`config.mk`:
```
export PLATFORM = sky130hd
export DESIGN_NAME = sepw_ctrl
export DESIGN_NICKNAME = d
export VERILOG_FILES = /design/src/sepw_pkg.sv /design/src/sepw_ctrl.sv
export SDC_FILE = /design/constraint.sdc
export NUM_CORES = 1
export LEC_CHECK = 0
export BUFFER_PORTS_ARGS = -buffer_cell sky130_fd_sc_hd__buf_2
export CORE_MARGIN = 4
export CORE_UTILIZATION = 30
export DETAILED_ROUTE_END_ITERATION = 8
export GPL_TIMING_DRIVEN = 1
export SLEW_MARGIN = 20
export SYNTH_ARGS = -nofsm -noshare
export SYNTH_HDL_FRONTEND = slang
export SYNTH_SLANG_ARGS = --single-unit
```
`constraint.sdc`:
```
create_clock -name clk -period 1.4 [get_ports clk]
set_input_delay 0.28 -clock clk [delete_from_list [all_inputs] [get_ports clk]]
set_output_delay 0.28 -clock clk [all_outputs]
set_load 0.05 [all_outputs]
```
`src/sepw_pkg.sv`:
```
// Shared types and constants of the stereo EQ, pan and width mixer.
// Used by the controller, the datapath and the top level.
`default_nettype none

package sepw_pkg;

  localparam int GAIN_RAMP_STEPS_DEF  = 2400;
  localparam int WIDTH_RAMP_STEPS_DEF = 960;
  localparam int SAMPLE_BITS_DEF      = 24;

  localparam int CFG_IDX_W  = 3;
  localparam int CFG_DATA_W = 32;
  localparam int STEPS_W    = 12;
  localparam int DIV_W      = 26;

  localparam logic [CFG_IDX_W-1:0] REG_B0       = 3'd0;
  localparam logic [CFG_IDX_W-1:0] REG_B1       = 3'd1;
  localparam logic [CFG_IDX_W-1:0] REG_B2       = 3'd2;
  localparam logic [CFG_IDX_W-1:0] REG_A1       = 3'd3;
  localparam logic [CFG_IDX_W-1:0] REG_A2       = 3'd4;
  localparam logic [CFG_IDX_W-1:0] REG_PAN_MODE = 3'd5;
  localparam logic [CFG_IDX_W-1:0] REG_PAN_L    = 3'd6;
  localparam logic [CFG_IDX_W-1:0] REG_PAN_R    = 3'd7;

  localparam logic signed [31:0] B0_RESET     = 32'sd134217728;
  localparam logic [16:0]        PAN_RESET    = 17'd46341;
  localparam logic [24:0]        UNITY_GAIN   = 25'd1048576;

  typedef enum logic [3:0] {
    ST_IDLE, ST_TGT_G, ST_DIV_G, ST_TGT_W, ST_DIV_W,
    ST_MUL, ST_ACC, ST_ADV, ST_DONE
  } ctrl_state_t;

  typedef enum logic [3:0] {
    OP_F0, OP_F1, OP_F2, OP_F3, OP_F4, OP_MA, OP_MB, OP_MC, OP_MD
  } op_t;

  typedef struct packed {
    logic capture;
    logic take_g;
    logic take_w;
    logic div_start;
    logic div_width;
    logic inc_g_load;
    logic inc_w_load;
    logic mul;
    logic acc;
    logic adv;
    logic load_out;
    op_t  op;
    logic chan;
  } cmd_t;

  typedef struct packed {
    logic gain_div;
    logic width_div;
    logic div_done;
    logic pan_mode;
  } stat_t;

  function automatic logic signed [47:0] sat48(input logic signed [63:0] v);
    logic signed [63:0] hi;
    logic signed [63:0] lo;
    hi = (64'sd1 <<< 47) - 64'sd1;
    lo = -hi - 64'sd1;
    if (v > hi) begin
      return hi[47:0];
    end else if (v < lo) begin
      return lo[47:0];
    end
    return v[47:0];
  endfunction

endpackage

`default_nettype wire

```
`src/sepw_ctrl.sv`:
```
// Sequencer of the mixer: target intake, ramp divisions, multiply schedule, output.
// Depends on sepw_pkg for the state, operation, command and status types.
`default_nettype none

module sepw_ctrl (
  input  wire logic            clk,
  input  wire logic            rst_n,
  input  wire logic            in_valid,
  output logic                 in_stall,
  output logic                 out_valid,
  input  wire logic            out_stall,
  input  wire sepw_pkg::stat_t st,
  output sepw_pkg::cmd_t       cmd
);
  import sepw_pkg::*;

  ctrl_state_t state_r, state_nxt;
  op_t         op_r, op_nxt;
  logic        chan_r, chan_nxt;
  logic        out_valid_r, out_valid_nxt;
  logic        can_load;

  assign can_load  = !out_valid_r || !out_stall;
  assign in_stall  = state_r != ST_IDLE;
  assign out_valid = out_valid_r;

  always_ff @(posedge clk) begin
    if (!rst_n) begin
      state_r     <= ST_IDLE;
      op_r        <= OP_F0;
      chan_r      <= 1'b0;
      out_valid_r <= 1'b0;
    end else begin
      state_r     <= state_nxt;
      op_r        <= op_nxt;
      chan_r      <= chan_nxt;
      out_valid_r <= out_valid_nxt;
    end
  end

  // next state and schedule position
  always_comb begin
    state_nxt = state_r;
    op_nxt    = op_r;
    chan_nxt  = chan_r;
    case (state_r)
      ST_IDLE: begin
        if (in_valid) begin
          state_nxt = ST_TGT_G;
        end
      end
      ST_TGT_G: state_nxt = st.gain_div ? ST_DIV_G : ST_TGT_W;
      ST_DIV_G: begin
        if (st.div_done) begin
          state_nxt = ST_TGT_W;
        end
      end
      ST_TGT_W: begin
        state_nxt = st.width_div ? ST_DIV_W : ST_MUL;
        op_nxt    = OP_F0;
        chan_nxt  = 1'b0;
      end
      ST_DIV_W: begin
        if (st.div_done) begin
          state_nxt = ST_MUL;
        end
      end
      ST_MUL: state_nxt = ST_ACC;
      ST_ACC: begin
        state_nxt = ST_MUL;
        case (op_r)
          OP_F0: op_nxt = OP_F1;
          OP_F1: op_nxt = OP_F2;
          OP_F2: op_nxt = OP_F3;
          OP_F3: op_nxt = OP_F4;
          OP_F4: begin
            op_nxt = OP_F0;
            if (chan_r) begin
              state_nxt = ST_ADV;
            end else begin
              chan_nxt = 1'b1;
            end
          end
          OP_MA: op_nxt = OP_MB;
          OP_MB: op_nxt = OP_MC;
          OP_MC: begin
            if (st.pan_mode) begin
              op_nxt = OP_MD;
            end else begin
              state_nxt = ST_DONE;
            end
          end
          OP_MD: state_nxt = ST_DONE;
          default: state_nxt = ST_DONE;
        endcase
      end
      ST_ADV: begin
        state_nxt = ST_MUL;
        op_nxt    = OP_MA;
      end
      ST_DONE: begin
        if (can_load) begin
          state_nxt = ST_IDLE;
        end
      end
      default: state_nxt = ST_IDLE;
    endcase
  end

  // commands to the datapath
  always_comb begin
    cmd           = '0;
    cmd.op        = op_r;
    cmd.chan      = chan_r;
    out_valid_nxt = out_valid_r && out_stall;
    case (state_r)
      ST_IDLE:  cmd.capture = in_valid;
      ST_TGT_G: begin
        cmd.take_g    = 1'b1;
        cmd.div_start = st.gain_div;
      end
      ST_DIV_G: cmd.inc_g_load = st.div_done;
      ST_TGT_W: begin
        cmd.take_w    = 1'b1;
        cmd.div_width = 1'b1;
        cmd.div_start = st.width_div;
      end
      ST_DIV_W: cmd.inc_w_load = st.div_done;
      ST_MUL:   cmd.mul = 1'b1;
      ST_ACC:   cmd.acc = 1'b1;
      ST_ADV:   cmd.adv = 1'b1;
      ST_DONE: begin
        if (can_load) begin
          cmd.load_out  = 1'b1;
          out_valid_nxt = 1'b1;
        end
      end
      default: cmd = '0;
    endcase
  end

endmodule

`default_nettype wire

```
==> run metrics, run 1 <==
Hold Path Class in -> reg; DR vias 894; crit start category register; HP Start out_stall; TritonCTS Sinks 10; syn nets 103; Clock Tree Root clkbuf_4; Area Growth Syn to Fin 97.9%; synthesized area 723 um2; Worst EP arrival 1330 ps; first-pass GRT wire length 3.79 mm; pre-CTS setup slack -80.9 ps; Site Rows 17; Sum Neg Setup Slack -2600 ps; final hold violations 0; layout cell share with drive strength beyond 1 0.641; maximum number of pins on one net before global-route repair 10; commonest non-fill, non-tap cells in the layout buf_4 (22), buf_6 (17), buf_2 (8), buf_8 (8), nand2_1 (6); htree depth 1; number of diodes 0; period utilization 1.15; RSZ-0062 raised after global routing yes; worst skew pair latency 260 ps; Pre-antenna DRT Iters 4; register area 216 um2; Sw Ratio 0.400; vias in the first global route 777; Flop pwr share 0.308; DIE AREA 3260 um2; max cap viols 0; Rel. slew slack 0.781; post-synthesis sequential area ratio 0.277; net count reported at finish 155; post-route minimum period 1610 ps; Antenna Nets Post-Route 0; Synth Instances 95; Setup Skew 2.89 ps; die width 57.1 um; total core area 2250 um2; Peak VDD IR 0.494 mV; initial antenna violation count 0; Comb pwr share 0.507; switching pwr 429 uW; worst r2r src state_r[3]$_SDFFE_PN0P_; filler cell count 165; CP max FO 7; Die Y 57.1 um; number of CTS-inserted buffers 3; Async S/R FF share, synth 0; Starting Density 0.321; final WL 2.54 mm; Finished Layout Cells 173; YS warnings 0; failing checks negative setup slack; commonest non-fill, non-tap cell in the layout buf_4; final worst slack -214 ps; drt wl/cell 14.7 um; hold buffers post-CTS 0; Util after Layout 0.635; placed cell count 156; Clk pin slew, worst setup/hold paths 70 ps; #FFs+latches synth 10; critical path class reg -> out; Ports 26; worst-margin pin slew 328 ps; WP data required 1120 ps; number of distinct library cells after synthesis 32; ys flop type dfxtp_1; multi-input logic area 619 um2; fin. max-slew vios 0; Max Fclk 0.619 GHz; Worst setup EP type output pin; DR vias/cell 5.17; EDFF count, synth 0; Clock Tree Buf Depth 2; Power Density 749 nW/um2; total gr overflow 0; leakage 0.000586 uW; Detail Placement HPWL 1.69 mm; Initial DRC Count 20; IO Port Bufs 25; CP Launch Point state_r[1]$_SDFFE_PN0P_; Routability Congestion 0.827; Mapped Avg Cell Area 7.61 um2; # setup viols final 19; clock share of power 0.185; run status finished with violations; Int Power 643 uW; GR Util All Layers 0.147; # DRC 0; CTS tree yes
-- power groups by stage --
stage	Combinational [uW]	Clock [uW]	Sequential, uW
finish	543	199	330
global route	570	226	334
CTS	452	208	327
detailed placement	369	0	329
global placement	366	0	328
floorplan	287	0	315
-- kinds of logic (layout without fill, tap and decap cells) --
family	Yosys count	count (layout)	synth area share
AO/OA/AOI/OAI	22	22	0.215
buffers and inverters	12	62	0.0900
XOR/XNOR	2	2	0.0242
multiplexers	1	1	0.0138
flip-flops	10	10	0.277
AND/OR/NAND/NOR	48	48	0.381
-- final timing paths --
| kind | end | slack, ps | cells past startpoint |
|---|---|---|---|
| worst max-delay path | cmd[3] | -210 | 4 |
| worst min-delay path | out_valid$_SDFF_PN0_ | 320 | 3 |
| worst max register to register | op_r[3]$_SDFFE_PN0P_ | -50 | 7 |
| worst min register to register | out_valid$_SDFF_PN0_ | 560 | 2 |
-- critical path, cell delays in order, from the launching register on --
cell and delay [ps]:
dfxtp_4 380, o31ai_4 260, buf_6 150, and2_4 140
buf_8 140
-- layer usage --
metal / vias to the layer above / share of wire / GRT usage
li1: 430 / - / -
met1: 428 / 0.42 / 0.189
met2: 34 / 0.53 / 0.241
met3: 2 / 0.049 / 0.0204
met4: 0 / 0.0087 / 0.0695
met5: - / 0 / 0
-- per-stage QoR --
stage | total power, uW | area [um2] | hold slack, ps
CTS | 987 | 1260 | 316
global placement | 694 | 1010 | 528
global route | 1130 | 1430 | 320
detailed placement | 698 | 1010 | 552
finish | 1070 | 1430 | 321
floorplan | 602 | 790 | 402
-- cells in the mapped netlist, drive strengths merged, types with 2 or more instances --
cell,instances,area (um2)
nand2,10,37.5
nor3,3,15.0
xnor2,2,17.5
nand2b,3,18.8
nor2,9,33.8
and2,6,37.5
nand4b,2,17.5
dfxtp,10,200
nor2b,6,37.5
and3,2,12.5
a21oi,7,35.0
inv,4,15.0
nand3,3,15.0
buf,8,50.1
o21ai,4,20.0
o211ai,2,15.0
a21boi,2,15.0
-- layout make-up --
cell class,instances,share of cell area
inverters,4,0.0149
flip-flops and latches,10,0.151
repair buffers,55,0.361
clock buffers,3,0.0157
multi-input cells,73,0.433
well taps,28,0.0245
-- registers in the layout, summed over array words and instances, names as in the netlist --
signal     flops
chan_r         1
op_r           4
out_valid      1
state_r        4
-- repair_timing --
| action | in CTS | in global routing |
|---|---|---|
| setup buffers | 6 | 8 |
| gates resized for setup | 56 | 30 |
| pin swaps | 8 | 15 |
| endpoints found under the setup margin | 21 | 23 |
Power figures use the tool's default switching activity.
==> run 2, diff against run 1 <==
--- a/config.mk
+++ b/config.mk
@@ -6,10 +6,14 @@
 export NUM_CORES = 1
 export LEC_CHECK = 0
 export BUFFER_PORTS_ARGS = -buffer_cell sky130_fd_sc_hd__buf_2
+export CELL_PAD_IN_SITES_DETAIL_PLACEMENT = 2
+export CELL_PAD_IN_SITES_GLOBAL_PLACEMENT = 2
 export CORE_MARGIN = 4
-export CORE_UTILIZATION = 30
+export CORE_UTILIZATION = 26
 export DETAILED_ROUTE_END_ITERATION = 8
 export GPL_TIMING_DRIVEN = 1
+export PLACE_DENSITY_LB_ADDON = 0.1
+export SKIP_CTS_REPAIR_TIMING = 1
 export SLEW_MARGIN = 20
 export SYNTH_ARGS = -nofsm -noshare
 export SYNTH_HDL_FRONTEND = slang
==> run metrics, run 2 (same netlist as run 1, synthesis figures left out) <==
run status finished with violations (unchanged); failing checks negative setup slack (unchanged); number of CTS-inserted buffers 3 (unchanged); total core area 2570 um2 (was 2250 um2); DIE AREA 3690 um2 (was 3260 um2); Setup Skew 6.15 ps (was 2.89 ps); filler cell count 265 (was 165); hold path cells 3 (unchanged); worst r2r src state_r[1]$_SDFFE_PN0P_ (was state_r[3]$_SDFFE_PN0P_); crit start category register (unchanged); reg2reg path depth 6 (was 7); Starting Density 0.282 (was 0.321); CP max FO 7 (unchanged); Clock Tree Buf Depth 2 (unchanged); Hold Path Class in -> reg (unchanged); Hold EP out_valid$_SDFF_PN0_ (unchanged); final hold violations 0 (unchanged); layout cell share with drive strength beyond 1 0.633 (was 0.641); DR vias 877 (was 894); leakage 0.000553 uW (was 0.000586 uW); fin. max-slew vios 0 (unchanged); maximum number of pins on one net before global-route repair 10 (unchanged); drt wl/cell 22.0 um (was 14.7 um); # DRC 0 (unchanged); vias in the first global route 914 (was 777); multi-input logic area 622 um2 (was 619 um2); die width 60.7 um (was 57.1 um); post-route minimum period 1650 ps (was 1610 ps); worst-margin pin slew 364 ps (was 328 ps); max cap viols 0 (unchanged); final WL 3.72 mm (was 2.54 mm); period utilization 1.18 (was 1.15); total power 1140 uW (was 1070 uW); number of diodes 0 (unchanged); pre-CTS setup slack -87.4 ps (was -80.9 ps); Detail Placement HPWL 2.09 mm (was 1.69 mm); Area Growth Syn to Fin 91.9% (was 97.9%); GR Util All Layers 0.160 (was 0.147); htree depth 1 (unchanged); Worst EP arrival 1370 ps (was 1330 ps); final worst slack -245 ps (was -214 ps); TritonCTS Sinks 10 (unchanged); IO Port Bufs 25 (unchanged); Site Rows 18 (was 17); # setup viols final 21 (was 19); CP max stage cell dfxtp_4 (unchanged); WP data required 1120 ps (about the same); reg-to-reg endpoint op_r[3]$_SDFFE_PN0P_ (unchanged); flop-to-flop setup slack -160 ps (was -50 ps); Pre-antenna DRT Iters 4 (unchanged); critical path class reg -> out (unchanged); Power Density 821 nW/um2 (was 749 nW/um2); net count reported at finish 149 (was 155); commonest non-fill, non-tap cell in the layout buf_4 (unchanged); Clk pin slew, worst setup/hold paths 90 ps (was 70 ps); commonest non-fill, non-tap cells in the layout buf_4 (18), buf_6 (15), nand2_1 (9) (was buf_4 (22), buf_6 (17), buf_2 (8), buf_8 (8), nand2_1 (6)); slowest stage delay, CP 400 ps (was 380 ps); register area 218 um2 (was 216 um2); Initial DRC Count 24 (was 20); Peak VDD IR 0.508 mV (was 0.494 mV); first-pass GRT wire length 4.35 mm (was 3.79 mm); Ports 26 (unchanged); RSZ-0062 raised after global routing yes (unchanged); Worst setup EP type output pin (unchanged); Routability Congestion 0.745 (was 0.827); top flop regs op_r: 4 flops, state_r: 4 flops (unchanged); worst skew pair latency 280 ps (was 260 ps); Max Fclk 0.608 GHz (was 0.619 GHz); Clock Tree Root clkbuf_4 (unchanged); initial antenna violation count 0 (unchanged); CTS tree yes (unchanged); crit path cell chain buf_4, nor2b_2, and3_4, buf_6 (was o31ai_4, buf_6, and2_4, buf_8); Die Y 60.7 um (was 57.1 um); total gr overflow 0 (unchanged); HP Start out_stall (unchanged); Antenna Nets Post-Route 0 (unchanged); Rel. slew slack 0.757 (was 0.781); DR vias/cell 5.19 (was 5.17)
## run 2: layout make-up
| cell class | count | share of cell area |
|---|---|---|
| Sequential cell | 10 | 0.157 |
| Multi-Input combinational cell | 73 | 0.448 |
| Clock buffer | 3 | 0.0162 |
| Timing Repair Buffer | 49 | 0.338 |
| Inverter | 4 | 0.0135 |
| Tap cell | 30 | 0.0271 |
## run 2: where the power goes
part	total (uW)	internal [uW]	switching (uW)
logic	582	257	325
clock network	230	99.6	130
registers	327	299	28.4
## run 2: how the worst max path moves through the flow
stage / cells after the start / slack, ps / end / start
6_report: 4 / -250 / cmd[9] / state_r[3]$_SDFFE_PN0P_
5_1_grt: 5 / -310 / cmd[14] / state_r[1]$_SDFFE_PN0P_
2_1_floorplan: 4 / -150 / cmd[14] / state_r[1]$_SDFFE_PN0P_
4_1_cts: 4 / -390 / cmd[2] / state_r[2]$_SDFFE_PN0P_
3_3_place_gp: 6 / -80 / chan_r$_SDFFE_PN0P_ / state_r[1]$_SDFFE_PN0P_
3_5_place_dp: 4 / -90 / cmd[2] / state_r[2]$_SDFFE_PN0P_
## run 2: metrics by stage
| stage | instances | util | hold slack, ps | setup TNS (ps) | area, um2 |
|---|---|---|---|---|---|
| finish | 169 | 0.540 | 343 | -3820 | 1390 |
| global route | 169 | 0.540 | 345 | -5250 | 1390 |
| CTS | 164 | 0.415 | 326 | -5760 | 1070 |
| detailed placement | 161 | 0.406 | 570 | -657 | 1040 |
| global placement | 161 | 0.406 | 533 | -300 | 1040 |
| floorplan | 95 | - | 402 | -469 | 790 |
## run 2: routing by layer
layer  global-route usage  vias to the layer above  share of wire
met4               0.0526                        0          0.012
met5                    0                        -              0
met3               0.0489                        5          0.033
met1                0.201                      434           0.45
met2                0.260                       22           0.51
li1                     -                      416              -
## run 2: critical path: cells and delay by family, from the launching register on
family / cells / cell delay, ps
DFF: 1 / 400
and+or+nand+nor: 2 / 380
buffers and inverters: 2 / 300
==> run 3, diff against run 2 <==
--- a/config.mk
+++ b/config.mk
@@ -13,6 +13,7 @@
 export DETAILED_ROUTE_END_ITERATION = 8
 export GPL_TIMING_DRIVEN = 1
 export PLACE_DENSITY_LB_ADDON = 0.1
+export SETUP_SLACK_MARGIN = 0.1
 export SKIP_CTS_REPAIR_TIMING = 1
 export SLEW_MARGIN = 20
 export SYNTH_ARGS = -nofsm -noshare
==> run metrics, run 3 (same netlist as run 1, synthesis figures left out) <==
final hold violations 0 (unchanged); leakage 0.000616 uW (was 0.000553 uW); crit path cell chain buf_4, nor2_4, nand2_1, nor2_4, buf_6 (was buf_4, nor2b_2, and3_4, buf_6); max cap viols 0 (unchanged); HP Start out_stall (unchanged); Site Rows 18 (unchanged); TritonCTS Sinks 10 (unchanged); placed cell count 162 (was 161); WP data required 1120 ps (about the same); CP max stage cell dfxtp_4 (unchanged); reg-to-reg endpoint op_r[1]$_SDFFE_PN0P_ (was op_r[3]$_SDFFE_PN0P_); Starting Density 0.282 (unchanged); worst skew pair latency 270 ps (was 280 ps); DR vias/cell 5.40 (was 5.19); post-route minimum period 1660 ps (was 1650 ps); htree depth 1 (unchanged); Clk pin slew, worst setup/hold paths 70 ps (was 90 ps); layout cell share with drive strength beyond 1 0.687 (was 0.633); Clock Tree Root clkbuf_4 (unchanged); fin. max-slew vios 0 (unchanged); Initial DRC Count 45 (was 24); hold path cells 3 (unchanged); worst r2r src state_r[2]$_SDFFE_PN0P_ (was state_r[1]$_SDFFE_PN0P_); slowest stage delay, CP 370 ps (was 400 ps); Sum Neg Setup Slack -3710 ps (was -3820 ps); worst-margin pin slew 295 ps (was 364 ps); maximum number of pins on one net before global-route repair 11 (was 10); Detail Placement HPWL 2.11 mm (was 2.09 mm); filler cell count 256 (was 265); buffer and inverter count on the worst path 2 (unchanged); # setup viols final 22 (was 21); reg2reg path depth 7 (was 6); Setup Skew 8.98 ps (was 6.15 ps); Finished Layout Cells 180 (was 169); total gr overflow 0 (unchanged); Area Growth Syn to Fin 111% (was 91.9%); RSZ-0062 raised after global routing yes (unchanged); GR Util All Layers 0.168 (was 0.160); crit-path leading delay family simple AND/OR/NAND/NOR gates (was flip-flops); net count reported at finish 160 (was 149); Ports 26 (unchanged); IO Port Bufs 25 (unchanged); top flop regs op_r: 4 flops, state_r: 4 flops (unchanged); crit start category register (unchanged); number of diodes 0 (unchanged); number of CTS-inserted buffers 3 (unchanged); Rel. slew slack 0.801 (was 0.757); final WL 4.06 mm (was 3.72 mm); final worst slack -259 ps (was -245 ps); DR vias 972 (was 877); WP depth 5 (was 4); flop-to-flop setup slack -60 ps (was -160 ps); die width 60.7 um (unchanged); run status finished with violations (unchanged); CTS tree yes (unchanged); CP max FO 5 (was 7); Die Y 60.7 um (unchanged); Pre-antenna DRT Iters 4 (unchanged); failing checks negative setup slack (unchanged); first-pass GRT wire length 4.55 mm (was 4.35 mm); critical path class reg -> out (unchanged); # DRC 0 (unchanged); Power Density 766 nW/um2 (was 821 nW/um2); vias in the first global route 938 (was 914); Worst EP arrival 1380 ps (was 1370 ps); Hold EP out_valid$_SDFF_PN0_ (unchanged); total core area 2570 um2 (unchanged); commonest non-fill, non-tap cells in the layout buf_4 (28), buf_8 (12), buf_6 (10) (was buf_4 (18), buf_6 (15), nand2_1 (9)); Max Fclk 0.603 GHz (was 0.608 GHz); DIE AREA 3690 um2 (unchanged); initial antenna violation count 0 (unchanged); Antenna Nets Post-Route 0 (unchanged); Clock Tree Buf Depth 2 (unchanged); Hold Path Class in -> reg (unchanged); drt wl/cell 22.6 um (was 22.0 um); Crit path top cell by count nor2_4; Peak VDD IR 0.627 mV (was 0.508 mV); commonest non-fill, non-tap cell in the layout buf_4 (unchanged); period utilization 1.18 (about the same); Routability Congestion 0.733 (was 0.745); Worst setup EP type output pin (unchanged)
run 3: worst max path at each step:
stage | endpoint | startpoint | slack (ps)
global route | cmd[10] | state_r[3]$_SDFFE_PN0P_ | -330
CTS | cmd[5] | state_r[0]$_SDFFE_PN0P_ | -390
detailed placement | chan_r$_SDFFE_PN0P_ | state_r[1]$_SDFFE_PN0P_ | -140
finish | cmd[10] | state_r[3]$_SDFFE_PN0P_ | -260
floorplan | cmd[13] | state_r[2]$_SDFFE_PN0P_ | -7
global placement | chan_r$_SDFFE_PN0P_ | state_r[1]$_SDFFE_PN0P_ | -90
run 3: metrics by stage:
step | instance area, um2 | setup WS, ps | total power (uW) | hold slack (ps) | utilization
2_1_floorplan | 850 | -6.72 | 640 | 402 | -
3_5_place_dp | 1100 | -140 | 759 | 555 | 0.429
3_3_place_gp | 1100 | -86.6 | 746 | 534 | 0.429
4_1_cts | 1120 | -390 | 963 | 324 | 0.438
5_1_grt | 1530 | -331 | 1230 | 353 | 0.595
6_report | 1530 | -259 | 1170 | 354 | 0.595
run 3: tightest hold or removal path, delay by kind of cell:
kind | cells | cell delay (ps)
AO/OA/AOI/OAI | 1 | 80
buffers and inverters | 1 | 120
AND/OR/NAND/NOR | 1 | 100
run 3: layer usage:
| layer | track usage | part of all wire |
|---|---|---|
| met3 | 0.0447 | 0.053 |
| met1 | 0.207 | 0.42 |
| met4 | 0.0372 | 0.014 |
| met5 | 0 | 0 |
| met2 | 0.290 | 0.51 |
run 3: final cells by class:
type | count | area, um2 | share of cell area
Tap cell | 30 | 37.5 | 0.0246
Timing Repair Buffer | 60 | 583 | 0.382
Multi-Input combinational cell | 73 | 651 | 0.426
Sequential cell | 10 | 215 | 0.141
Inverter | 4 | 18.8 | 0.0123
Clock buffer | 3 | 22.5 | 0.0147
run 3: where the power goes:
group          total (uW)  leakage (uW)  switching, uW  internal [uW]
combinational         626      0.000518            336            289
clock                 202     0.0000138            102           99.3
sequential            343     0.0000839           44.0            299
total                1170      0.000616            483            688
